`src/rtl/sha1md_pkg.sv`:
```
// sha1md_pkg: shared types, constants and helpers for the SHA-1 digest block.
// Used by sha1md_ctrl, sha1md_dp and sha1_message_digest. No dependencies.
`timescale 1ns / 1ps

package sha1md_pkg;

    localparam int WORD_W  = 32;
    localparam int BLOCK_W = 512;
    localparam int CNT_W   = 3;
    localparam int ROUND_W = 7;
    localparam int OUT_N   = 5;

    typedef logic [WORD_W-1:0] word_t;

    localparam word_t H0_INIT = 32'h6745_2301;
    localparam word_t H1_INIT = 32'hEFCD_AB89;
    localparam word_t H2_INIT = 32'h98BA_DCFE;
    localparam word_t H3_INIT = 32'h1032_5476;
    localparam word_t H4_INIT = 32'hC3D2_E1F0;

    localparam word_t K0 = 32'h5A82_7999;
    localparam word_t K1 = 32'h6ED9_EBA1;
    localparam word_t K2 = 32'h8F1B_BCDC;
    localparam word_t K3 = 32'hCA62_C1D6;

    localparam word_t PAD_WORD = 32'h8000_0000;  // 0x80 in the top byte

    localparam logic [ROUND_W-1:0] ROUND_LAST = 7'd79;

    // byte source for the block buffer
    typedef enum logic [2:0] {
        SRC_IN     = 3'd0,
        SRC_HOLD   = 3'd1,
        SRC_PAD80  = 3'd2,
        SRC_ZERO   = 3'd3,
        SRC_LEN_HI = 3'd4,
        SRC_LEN_LO = 3'd5
    } src_t;

    typedef enum logic [8:0] {
        ST_IDLE   = 9'b0_0000_0001,
        ST_ABSORB = 9'b0_0000_0010,
        ST_PAD80  = 9'b0_0000_0100,
        ST_PADZ   = 9'b0_0000_1000,
        ST_LENHI  = 9'b0_0001_0000,
        ST_LENLO  = 9'b0_0010_0000,
        ST_ROUND  = 9'b0_0100_0000,
        ST_FINISH = 9'b0_1000_0000,
        ST_DRAIN  = 9'b1_0000_0000
    } state_t;

    // what follows the current compression
    typedef enum logic [1:0] {
        PH_MSG = 2'd0,
        PH_PAD = 2'd1,
        PH_LEN = 2'd2
    } phase_t;

    typedef struct packed {
        logic absorb;   // append bytes from src to the block buffer
        src_t src;
        logic round;    // run one compression round
        logic finish;   // fold working regs into the chain value
        logic emit;     // move chain value to output words, restart message
    } cmd_t;

    typedef struct packed {
        logic full;          // this absorb completes a 64-byte block
        logic hold_pending;  // leftover bytes of a straddling word
        logic hold_last;     // held word closed the message
        logic fill56;        // buffer holds 56 bytes, room for the length
        logic round_last;
        logic out_busy;
    } status_t;

    function automatic word_t rotl1(input word_t v);
        return {v[WORD_W-2:0], v[WORD_W-1]};
    endfunction

    function automatic word_t rotl5(input word_t v);
        return {v[WORD_W-6:0], v[WORD_W-1:WORD_W-5]};
    endfunction

    function automatic word_t rotl30(input word_t v);
        return {v[1:0], v[WORD_W-1:2]};
    endfunction

endpackage

```
`src/rtl/sha1md_ctrl.sv`:
```
// sha1md_ctrl: sequencer for the SHA-1 digest block.
// Drives absorb, padding, round and output commands. Depends on sha1md_pkg.
`timescale 1ns / 1ps

module sha1md_ctrl (
    input  logic                clk,
    input  logic                rst_n,
    input  logic                in_valid,
    input  logic                in_last,
    output logic                in_ready,
    input  sha1md_pkg::status_t status,
    output sha1md_pkg::cmd_t    cmd
);
    import sha1md_pkg::*;

    state_t state_reg, state_next;
    phase_t phase_reg, phase_next;

    always_comb
    begin
        state_next = state_reg;
        phase_next = phase_reg;
        in_ready   = 1'b0;
        cmd.absorb = 1'b0;
        cmd.src    = SRC_HOLD;
        cmd.round  = 1'b0;
        cmd.finish = 1'b0;
        cmd.emit   = 1'b0;
        case (state_reg)
            ST_IDLE:
            begin
                in_ready   = 1'b1;
                cmd.src    = SRC_IN;
                cmd.absorb = in_valid;
                if (in_valid)
                begin
                    if (status.full)
                    begin
                        state_next = ST_ROUND;
                        phase_next = PH_MSG;
                    end
                    else if (in_last)
                        state_next = ST_PAD80;
                end
            end
            ST_ABSORB:
            begin
                cmd.absorb = 1'b1;
                cmd.src    = SRC_HOLD;
                if (status.full)
                begin
                    state_next = ST_ROUND;
                    phase_next = PH_MSG;
                end
                else if (status.hold_last)
                    state_next = ST_PAD80;
                else
                    state_next = ST_IDLE;
            end
            ST_PAD80:
            begin
                cmd.absorb = 1'b1;
                cmd.src    = SRC_PAD80;
                if (status.full)
                begin
                    state_next = ST_ROUND;
                    phase_next = PH_PAD;
                end
                else
                    state_next = ST_PADZ;
            end
            ST_PADZ:
            begin
                cmd.src = SRC_ZERO;
                if (status.fill56)
                    state_next = ST_LENHI;
                else
                begin
                    cmd.absorb = 1'b1;
                    if (status.full)
                    begin
                        state_next = ST_ROUND;
                        phase_next = PH_PAD;
                    end
                end
            end
            ST_LENHI:
            begin
                cmd.absorb = 1'b1;
                cmd.src    = SRC_LEN_HI;
                state_next = ST_LENLO;
            end
            ST_LENLO:
            begin
                cmd.absorb = 1'b1;
                cmd.src    = SRC_LEN_LO;
                state_next = ST_ROUND;
                phase_next = PH_LEN;
            end
            ST_ROUND:
            begin
                cmd.round = 1'b1;
                if (status.round_last)
                    state_next = ST_FINISH;
            end
            ST_FINISH:
            begin
                cmd.finish = 1'b1;
                case (phase_reg)
                    PH_MSG:
                    begin
                        if (status.hold_pending)
                            state_next = ST_ABSORB;
                        else if (status.hold_last)
                            state_next = ST_PAD80;
                        else
                            state_next = ST_IDLE;
                    end
                    PH_PAD:  state_next = ST_PADZ;
                    PH_LEN:  state_next = ST_DRAIN;
                    default: state_next = ST_IDLE;
                endcase
            end
            ST_DRAIN:
            begin
                // previous digest must be fully taken first
                if (!status.out_busy)
                begin
                    cmd.emit   = 1'b1;
                    state_next = ST_IDLE;
                end
            end
            default: state_next = ST_IDLE;
        endcase
    end

    always_ff @(posedge clk or negedge rst_n)
    begin
        if (!rst_n)
        begin
            state_reg <= ST_IDLE;
            phase_reg <= PH_MSG;
        end
        else
        begin
            state_reg <= state_next;
            phase_reg <= phase_next;
        end
    end

endmodule

```
`src/rtl/sha1md_dp.sv`:
```
// sha1md_dp: datapath of the SHA-1 digest block: byte packer, 512-bit block
// buffer used as rolling schedule, round unit, chain value and output words.
// Depends on sha1md_pkg.
`timescale 1ns / 1ps

module sha1md_dp (
    input  logic                clk,
    input  logic                rst_n,
    input  sha1md_pkg::cmd_t    cmd,
    output sha1md_pkg::status_t status,
    input  logic [31:0]         in_word,
    input  logic [2:0]          in_count,
    input  logic                in_last,
    output logic                out_valid,
    input  logic                out_ready,
    output logic [31:0]         out_word,
    output logic                out_last
);
    import sha1md_pkg::*;

    logic [BLOCK_W-1:0] buf_reg;
    logic [5:0]         fill_reg;
    word_t              hold_word_reg;
    logic [CNT_W-1:0]   hold_cnt_reg;
    logic               hold_last_reg;
    logic [63:0]        len_reg;
    word_t              chain_reg [OUT_N];
    word_t              work_reg [OUT_N];
    logic [ROUND_W-1:0] round_reg;
    word_t              out_reg [OUT_N];
    logic [CNT_W-1:0]   out_cnt_reg;

    word_t              src_word;
    logic [CNT_W-1:0]   src_cnt;
    logic [6:0]         room;
    logic [6:0]         zero_rem;
    logic [CNT_W-1:0]   zero_cnt;
    logic [CNT_W-1:0]   take;
    logic [6:0]         fill_sum;
    logic               full;
    logic [BLOCK_W-1:0] buf_absorb;
    word_t              left_word;
    logic               msg_src;

    word_t              w_cur;
    word_t              w_new;
    word_t              f_val;
    word_t              k_val;
    word_t              t_val;

    // zero padding runs up to byte 56, or to the block end when already past it
    always_comb
    begin
        zero_rem = (fill_reg > 6'd56) ? (7'd64 - {1'b0, fill_reg})
                                      : (7'd56 - {1'b0, fill_reg});
        zero_cnt = (zero_rem > 7'd4) ? 3'd4 : zero_rem[CNT_W-1:0];
    end

    always_comb
    begin
        case (cmd.src)
            SRC_IN:
            begin
                src_word = in_word;
                src_cnt  = (in_count > 3'd4) ? 3'd4 : in_count;
            end
            SRC_HOLD:
            begin
                src_word = hold_word_reg;
                src_cnt  = hold_cnt_reg;
            end
            SRC_PAD80:
            begin
                src_word = PAD_WORD;
                src_cnt  = 3'd1;
            end
            SRC_ZERO:
            begin
                src_word = '0;
                src_cnt  = zero_cnt;
            end
            SRC_LEN_HI:
            begin
                src_word = len_reg[63:32];
                src_cnt  = 3'd4;
            end
            SRC_LEN_LO:
            begin
                src_word = len_reg[31:0];
                src_cnt  = 3'd4;
            end
            default:
            begin
                src_word = '0;
                src_cnt  = '0;
            end
        endcase
    end

    assign msg_src  = (cmd.src == SRC_IN) || (cmd.src == SRC_HOLD);
    assign room     = 7'd64 - {1'b0, fill_reg};
    assign take     = ({4'd0, src_cnt} > room) ? room[CNT_W-1:0] : src_cnt;
    assign fill_sum = {1'b0, fill_reg} + {4'd0, take};
    assign full     = cmd.absorb && fill_sum[6];

    // bytes enter at the bottom; the first byte of the block ends on top
    always_comb
    begin
        case (take)
            3'd1:
            begin
                buf_absorb = {buf_reg[BLOCK_W-9:0], src_word[31:24]};
                left_word  = {src_word[23:0], 8'd0};
            end
            3'd2:
            begin
                buf_absorb = {buf_reg[BLOCK_W-17:0], src_word[31:16]};
                left_word  = {src_word[15:0], 16'd0};
            end
            3'd3:
            begin
                buf_absorb = {buf_reg[BLOCK_W-25:0], src_word[31:8]};
                left_word  = {src_word[7:0], 24'd0};
            end
            3'd4:
            begin
                buf_absorb = {buf_reg[BLOCK_W-33:0], src_word};
                left_word  = '0;
            end
            default:
            begin
                buf_absorb = buf_reg;
                left_word  = src_word;
            end
        endcase
    end

    // buffer top word is W[t]; append W[t+16] from W[t], W[t+2], W[t+8], W[t+13]
    assign w_cur = buf_reg[511:480];
    assign w_new = rotl1(buf_reg[511:480] ^ buf_reg[447:416] ^
                         buf_reg[255:224] ^ buf_reg[95:64]);

    always_comb
    begin
        if (round_reg < 7'd20)
        begin
            f_val = (work_reg[1] & work_reg[2]) | (~work_reg[1] & work_reg[3]);
            k_val = K0;
        end
        else if (round_reg < 7'd40)
        begin
            f_val = work_reg[1] ^ work_reg[2] ^ work_reg[3];
            k_val = K1;
        end
        else if (round_reg < 7'd60)
        begin
            f_val = (work_reg[1] & work_reg[2]) | (work_reg[1] & work_reg[3]) |
                    (work_reg[2] & work_reg[3]);
            k_val = K2;
        end
        else
        begin
            f_val = work_reg[1] ^ work_reg[2] ^ work_reg[3];
            k_val = K3;
        end
        t_val = rotl5(work_reg[0]) + f_val + work_reg[4] + k_val + w_cur;
    end

    // block buffer and leftover word: payload only
    always_ff @(posedge clk)
    begin
        if (cmd.absorb)
            buf_reg <= buf_absorb;
        else if (cmd.round)
            buf_reg <= {buf_reg[BLOCK_W-33:0], w_new};
        if (cmd.absorb && msg_src)
            hold_word_reg <= left_word;
    end

    always_ff @(posedge clk or negedge rst_n)
    begin
        if (!rst_n)
        begin
            fill_reg      <= '0;
            hold_cnt_reg  <= '0;
            hold_last_reg <= 1'b0;
            len_reg       <= '0;
            round_reg     <= '0;
            chain_reg[0]  <= H0_INIT;
            chain_reg[1]  <= H1_INIT;
            chain_reg[2]  <= H2_INIT;
            chain_reg[3]  <= H3_INIT;
            chain_reg[4]  <= H4_INIT;
            for (int i = 0; i < OUT_N; i++)
                work_reg[i] <= '0;
        end
        else
        begin
            if (cmd.absorb)
                fill_reg <= fill_sum[5:0];
            if (cmd.absorb && msg_src)
            begin
                hold_cnt_reg <= src_cnt - take;
                len_reg      <= len_reg + {58'd0, take, 3'd0};
            end
            if (cmd.absorb && (cmd.src == SRC_IN))
                hold_last_reg <= in_last;

            if (full)
            begin
                round_reg <= '0;
                for (int i = 0; i < OUT_N; i++)
                    work_reg[i] <= chain_reg[i];
            end
            else if (cmd.round)
            begin
                round_reg   <= round_reg + 7'd1;
                work_reg[0] <= t_val;
                work_reg[1] <= work_reg[0];
                work_reg[2] <= rotl30(work_reg[1]);
                work_reg[3] <= work_reg[2];
                work_reg[4] <= work_reg[3];
            end

            if (cmd.finish)
            begin
                for (int i = 0; i < OUT_N; i++)
                    chain_reg[i] <= chain_reg[i] + work_reg[i];
            end
            else if (cmd.emit)
            begin
                chain_reg[0] <= H0_INIT;
                chain_reg[1] <= H1_INIT;
                chain_reg[2] <= H2_INIT;
                chain_reg[3] <= H3_INIT;
                chain_reg[4] <= H4_INIT;
                len_reg      <= '0;
                fill_reg     <= '0;
            end
        end
    end

    // output words: H0 on top, shifted out one word per handshake
    always_ff @(posedge clk)
    begin
        if (cmd.emit)
        begin
            for (int i = 0; i < OUT_N; i++)
                out_reg[i] <= chain_reg[i];
        end
        else if (out_valid && out_ready)
        begin
            for (int i = 0; i < OUT_N - 1; i++)
                out_reg[i] <= out_reg[i+1];
        end
    end

    always_ff @(posedge clk or negedge rst_n)
    begin
        if (!rst_n)
            out_cnt_reg <= '0;
        else if (cmd.emit)
            out_cnt_reg <= CNT_W'(OUT_N);
        else if (out_valid && out_ready)
            out_cnt_reg <= out_cnt_reg - 3'd1;
    end

    assign out_valid = (out_cnt_reg != '0);
    assign out_word  = out_reg[0];
    assign out_last  = (out_cnt_reg == 3'd1);

    assign status.full         = full;
    assign status.hold_pending = (hold_cnt_reg != '0);
    assign status.hold_last    = hold_last_reg;
    assign status.fill56       = (fill_reg == 6'd56);
    assign status.round_last   = (round_reg == ROUND_LAST);
    assign status.out_busy     = out_valid;

endmodule

```
`src/rtl/sha1_message_digest.sv`:
```
// sha1_message_digest: streaming SHA-1 engine, top level.
// Instantiates sha1md_ctrl and sha1md_dp; types from sha1md_pkg.
//
//   channel  dir  handshake                   tdata / tlast
//   s_axis   in   s_axis_tvalid/tready        [31:0] message_word, [34:32] valid_bytes;
//                                             tlast = final_word
//   m_axis   out  m_axis_tvalid/tready        [31:0] digest_word; tlast = digest_last
//
// A full message word is taken while the sequencer is idle. Every completed 64-byte
// block is followed by 80 rounds of the single round unit plus the chain update,
// during which input is stalled. After the final word, padding adds one or two block
// compressions. Reset is asynchronous, active low; the chain value returns to the
// initial constants. The five digest words sit in an output buffer, so the next message
// can start while they drain; a second digest waits until the buffer is empty.
`timescale 1ns / 1ps

module sha1_message_digest (
    input  logic        clk,
    input  logic        rst_n,
    input  logic        s_axis_tvalid,
    output logic        s_axis_tready,
    input  logic [39:0] s_axis_tdata,   // [31:0] message_word, [34:32] valid_bytes
    input  logic        s_axis_tlast,
    output logic        m_axis_tvalid,
    input  logic        m_axis_tready,
    output logic [31:0] m_axis_tdata,   // [31:0] digest_word
    output logic        m_axis_tlast
);
    import sha1md_pkg::*;

    cmd_t    cmd;
    status_t status;

    sha1md_ctrl u_ctrl (
        .clk      (clk),
        .rst_n    (rst_n),
        .in_valid (s_axis_tvalid),
        .in_last  (s_axis_tlast),
        .in_ready (s_axis_tready),
        .status   (status),
        .cmd      (cmd)
    );

    sha1md_dp u_dp (
        .clk       (clk),
        .rst_n     (rst_n),
        .cmd       (cmd),
        .status    (status),
        .in_word   (s_axis_tdata[31:0]),
        .in_count  (s_axis_tdata[34:32]),
        .in_last   (s_axis_tlast),
        .out_valid (m_axis_tvalid),
        .out_ready (m_axis_tready),
        .out_word  (m_axis_tdata),
        .out_last  (m_axis_tlast)
    );

endmodule

```
`config.mk`:
```
export PLATFORM = sky130hd
export DESIGN_NAME = sha1_message_digest
export DESIGN_NICKNAME = d
export VERILOG_FILES = /design/src/rtl/sha1md_pkg.sv /design/src/rtl/sha1md_ctrl.sv /design/src/rtl/sha1md_dp.sv /design/src/rtl/sha1_message_digest.sv
export SDC_FILE = /design/constraint.sdc
export NUM_CORES = 2
export LEC_CHECK = 0
export BUFFER_PORTS_ARGS = -buffer_cell sky130_fd_sc_hd__buf_2
export CAP_MARGIN = 30
export CELL_PAD_IN_SITES_DETAIL_PLACEMENT = 0
export CELL_PAD_IN_SITES_GLOBAL_PLACEMENT = 2
export CORE_ASPECT_RATIO = 0.5
export CORE_MARGIN = 2
export CORE_UTILIZATION = 25
export DETAILED_ROUTE_END_ITERATION = 8
export PLACE_DENSITY = 0.6
export SYNTH_ARGS = -nofsm -noshare
export SYNTH_HDL_FRONTEND = slang
export SYNTH_SLANG_ARGS = --single-unit
```
`constraint.sdc`:
```
create_clock -name clk -period 33.1 [get_ports clk]
set_clock_uncertainty 0.2 [all_clocks]
set_input_delay 0 -clock clk [delete_from_list [all_inputs] [get_ports clk]]
set_output_delay 0 -clock clk [all_outputs]
set_load 0.1 [all_outputs]
```
==> flow_summary.ini <==
[run_status]
status = completed

[setup_path]
cp-start-kind = register
cp.required_ns = 33.31
cp-startpoint = u_ctrl.state_reg[8]
regToRegStartpoint = u_ctrl.state_reg[8]
end_kind = register
cp_max_fo = 63
crit_arrival_ns = 9.84
path_class = reg2reg

[cts]
cts_tree = yes
clock_path_buffers = 4
cts_resized = 0
cts_max_level = 4
clockRootBuffer = clkbuf_16
postCtsHoldBufs = 51
post_cts_buffers = 0
clock_latency_ns = 0.81
numCtsBuffers = 140
cts.sinks = 1116
clk_pin_slew_ns = 0.06

[floorplan]
fp.dieW_um = 755
core_sq_um = 280000
fp-row-count = 137
die_y_um = 379
start_util = 0.252
die_area_sq_um = 286000
io_pins = 80

[min_path]
hp-class = in2reg
min_from = s_axis_tvalid

[yosys]
syn_inst = 7908
async_flop_share = 0.369
synth_ff_type = edfxtp_1
synth_nets = 8315
seq_area_frac_synth = 0.448
ys_ff_latch = 1116
yosys_warnings = 0
yosysUniqueCellTypes = 91
synth_edf_count = 704
synth.cell_area_sq_um = 70500
avgSynthCellArea_sq_um = 8.91

[run]
cap_violations = 0

[sta]
finalSetupTns_ns = 0
slew_headroom = 0.178
max_freq_mhz = 104
worst_pin_slew_ns = 1.23
rsz0062_at_grt = no
hold_viol_final = 0
setup_viol = 0
slew_viol_final = 0
min_period_over_period = 0.291
period_minus_slack_ns = 9.63

[cells_and_area]
final_common_cell = nand2_1
largest_reg_flops = 512
layout.nets = 8138
syn_to_final_growth_pct = 12.2
most-common-layout-cells = nand2_1 (1923), a21oi_1 (1265), edfxtp_1 (704)
drive_above_1_share = 0.0798

[route]
drt-initial-drc-count = 4812
firstDrtPassIters = 6
detail_route.wl_per_cell_um = 21.2
vias_per_cell = 4.91
wirelength_um = 245000
drc = 0
vias = 56900
drtAntennaViolNets = 0

[placement]
place.gp.congestion = 0.785
io_buffers = 74
hpwl_um = 157000

[global_routing]
grt_max_degree = 212
antenna_found_initial = 7
overflow = 0
grt_pass1_wl_um = 374000
grt_use_total = 0.168
grt_pass1_vias = 55900
[final timing paths]
path / to / slack [ns] / cells after the start
max: u_dp.buf_reg[161] / 23.47 / 20
min: u_ctrl.state_reg[7] / 0.06 / 5
max reg2reg: u_dp.buf_reg[161] / 23.47 / 20
min reg2reg: u_dp.out_reg[1][27] / 0.30 / 0
max in group asynchronous: u_dp.work_reg[78] / 30.46 / 6
min in group asynchronous: u_dp.len_reg[42] / 0.17 / 4
[through the flow]
| step | setup slack, ns | std cells | area (sq um) | utilization | hold WS (ns) |
|---|---|---|---|---|---|
| after floorplan | 17.38 | 7908 | 70500 | - | -0.496 |
| after global placement | 22.99 | 11300 | 74000 | 0.265 | -0.188 |
| after detailed placement | 23.23 | 11300 | 74100 | 0.265 | -0.195 |
| after CTS | 23.23 | 11600 | 78900 | 0.282 | 0.0231 |
| after global routing | 22.72 | 11600 | 79100 | 0.283 | 0.0656 |
| final | 23.47 | 11600 | 79100 | 0.283 | 0.0595 |
[layer usage]
layer,up-vias,global-route usage,routed length [um],part of all wire
met1,28100,0.248,123000,0.50
met2,905,0.262,109000,0.44
met5,-,0,0,0
met3,227,0.0210,9320,0.038
met4,0,0.0351,5020,0.020
li1,27700,-,-,-
[Yosys cell counts, types with 27 or more instances]
library cell | number | area, sq um
nand2_1 | 1928 | 7240
a21oi_1 | 1266 | 6340
edfxtp_1 | 704 | 21100
o21ai_0 | 358 | 1790
o21ai_1 | 336 | 1680
dfrtp_1 | 331 | 8280
clkbuf_1 | 330 | 1240
nor2_1 | 296 | 1110
ha_1 | 235 | 2940
xnor2_1 | 176 | 1540
a22oi_1 | 154 | 1160
inv_1 | 140 | 526
xor2_1 | 139 | 1220
mux2_2 | 130 | 1460
buf_2 | 127 | 636
fa_1 | 127 | 2540
nand3_1 | 114 | 571
a21o_1 | 102 | 766
dfstp_2 | 81 | 2130
nor3_1 | 77 | 385
buf_4 | 47 | 353
mux2i_1 | 40 | 400
nor2b_1 | 36 | 225
o22ai_1 | 36 | 225
nand4_1 | 35 | 219
or3_1 | 35 | 219
a211oi_1 | 31 | 233
buf_1 | 31 | 116
and3_1 | 30 | 188
o221ai_1 | 30 | 263
o21bai_1 | 27 | 203
o31ai_1 | 27 | 203
[area by class of cell]
class	instances	area [sq um]
repair buffers	229	1950
diodes	2	5.00
flip-flops and latches	1116	31600
multi-input cells	6097	36000
well taps	3753	4700
clock inverters	44	390
inverters	147	564
fillers	29600	201000
clock buffers	195	3910
[critical path, cell delays in order (launching register included)]
cell and delay (ns):
dfrtp_1 0.55, nor4_4 0.42, nand4_1 0.32, inv_2 0.68, nor2_2 0.07, buf_4 0.28
mux2i_1 0.34, nand3_1 0.19, ha_1 0.33, and3_1 0.20, nor4_4 0.46, nor2_1 0.08
a21o_1 0.19, inv_2 0.30, nand2_1 0.45, xnor2_2 0.83, nand2_1 0.24, nand2_4 0.69
buf_4 0.71, buf_4 0.72, buf_4 0.83
[logic make-up after synthesis]
logic type,Yosys count,share of synthesized area
compound gates,2590,0.210
fa+ha+maj,362,0.0778
xor+xnor,316,0.0394
flops,1116,0.448
mux,170,0.0265
buf+inv,695,0.0432
simple gates,2659,0.156
Power is not shown: default switching activity piles up to over one toggle a cycle in this logic, so the estimate is an artifact.
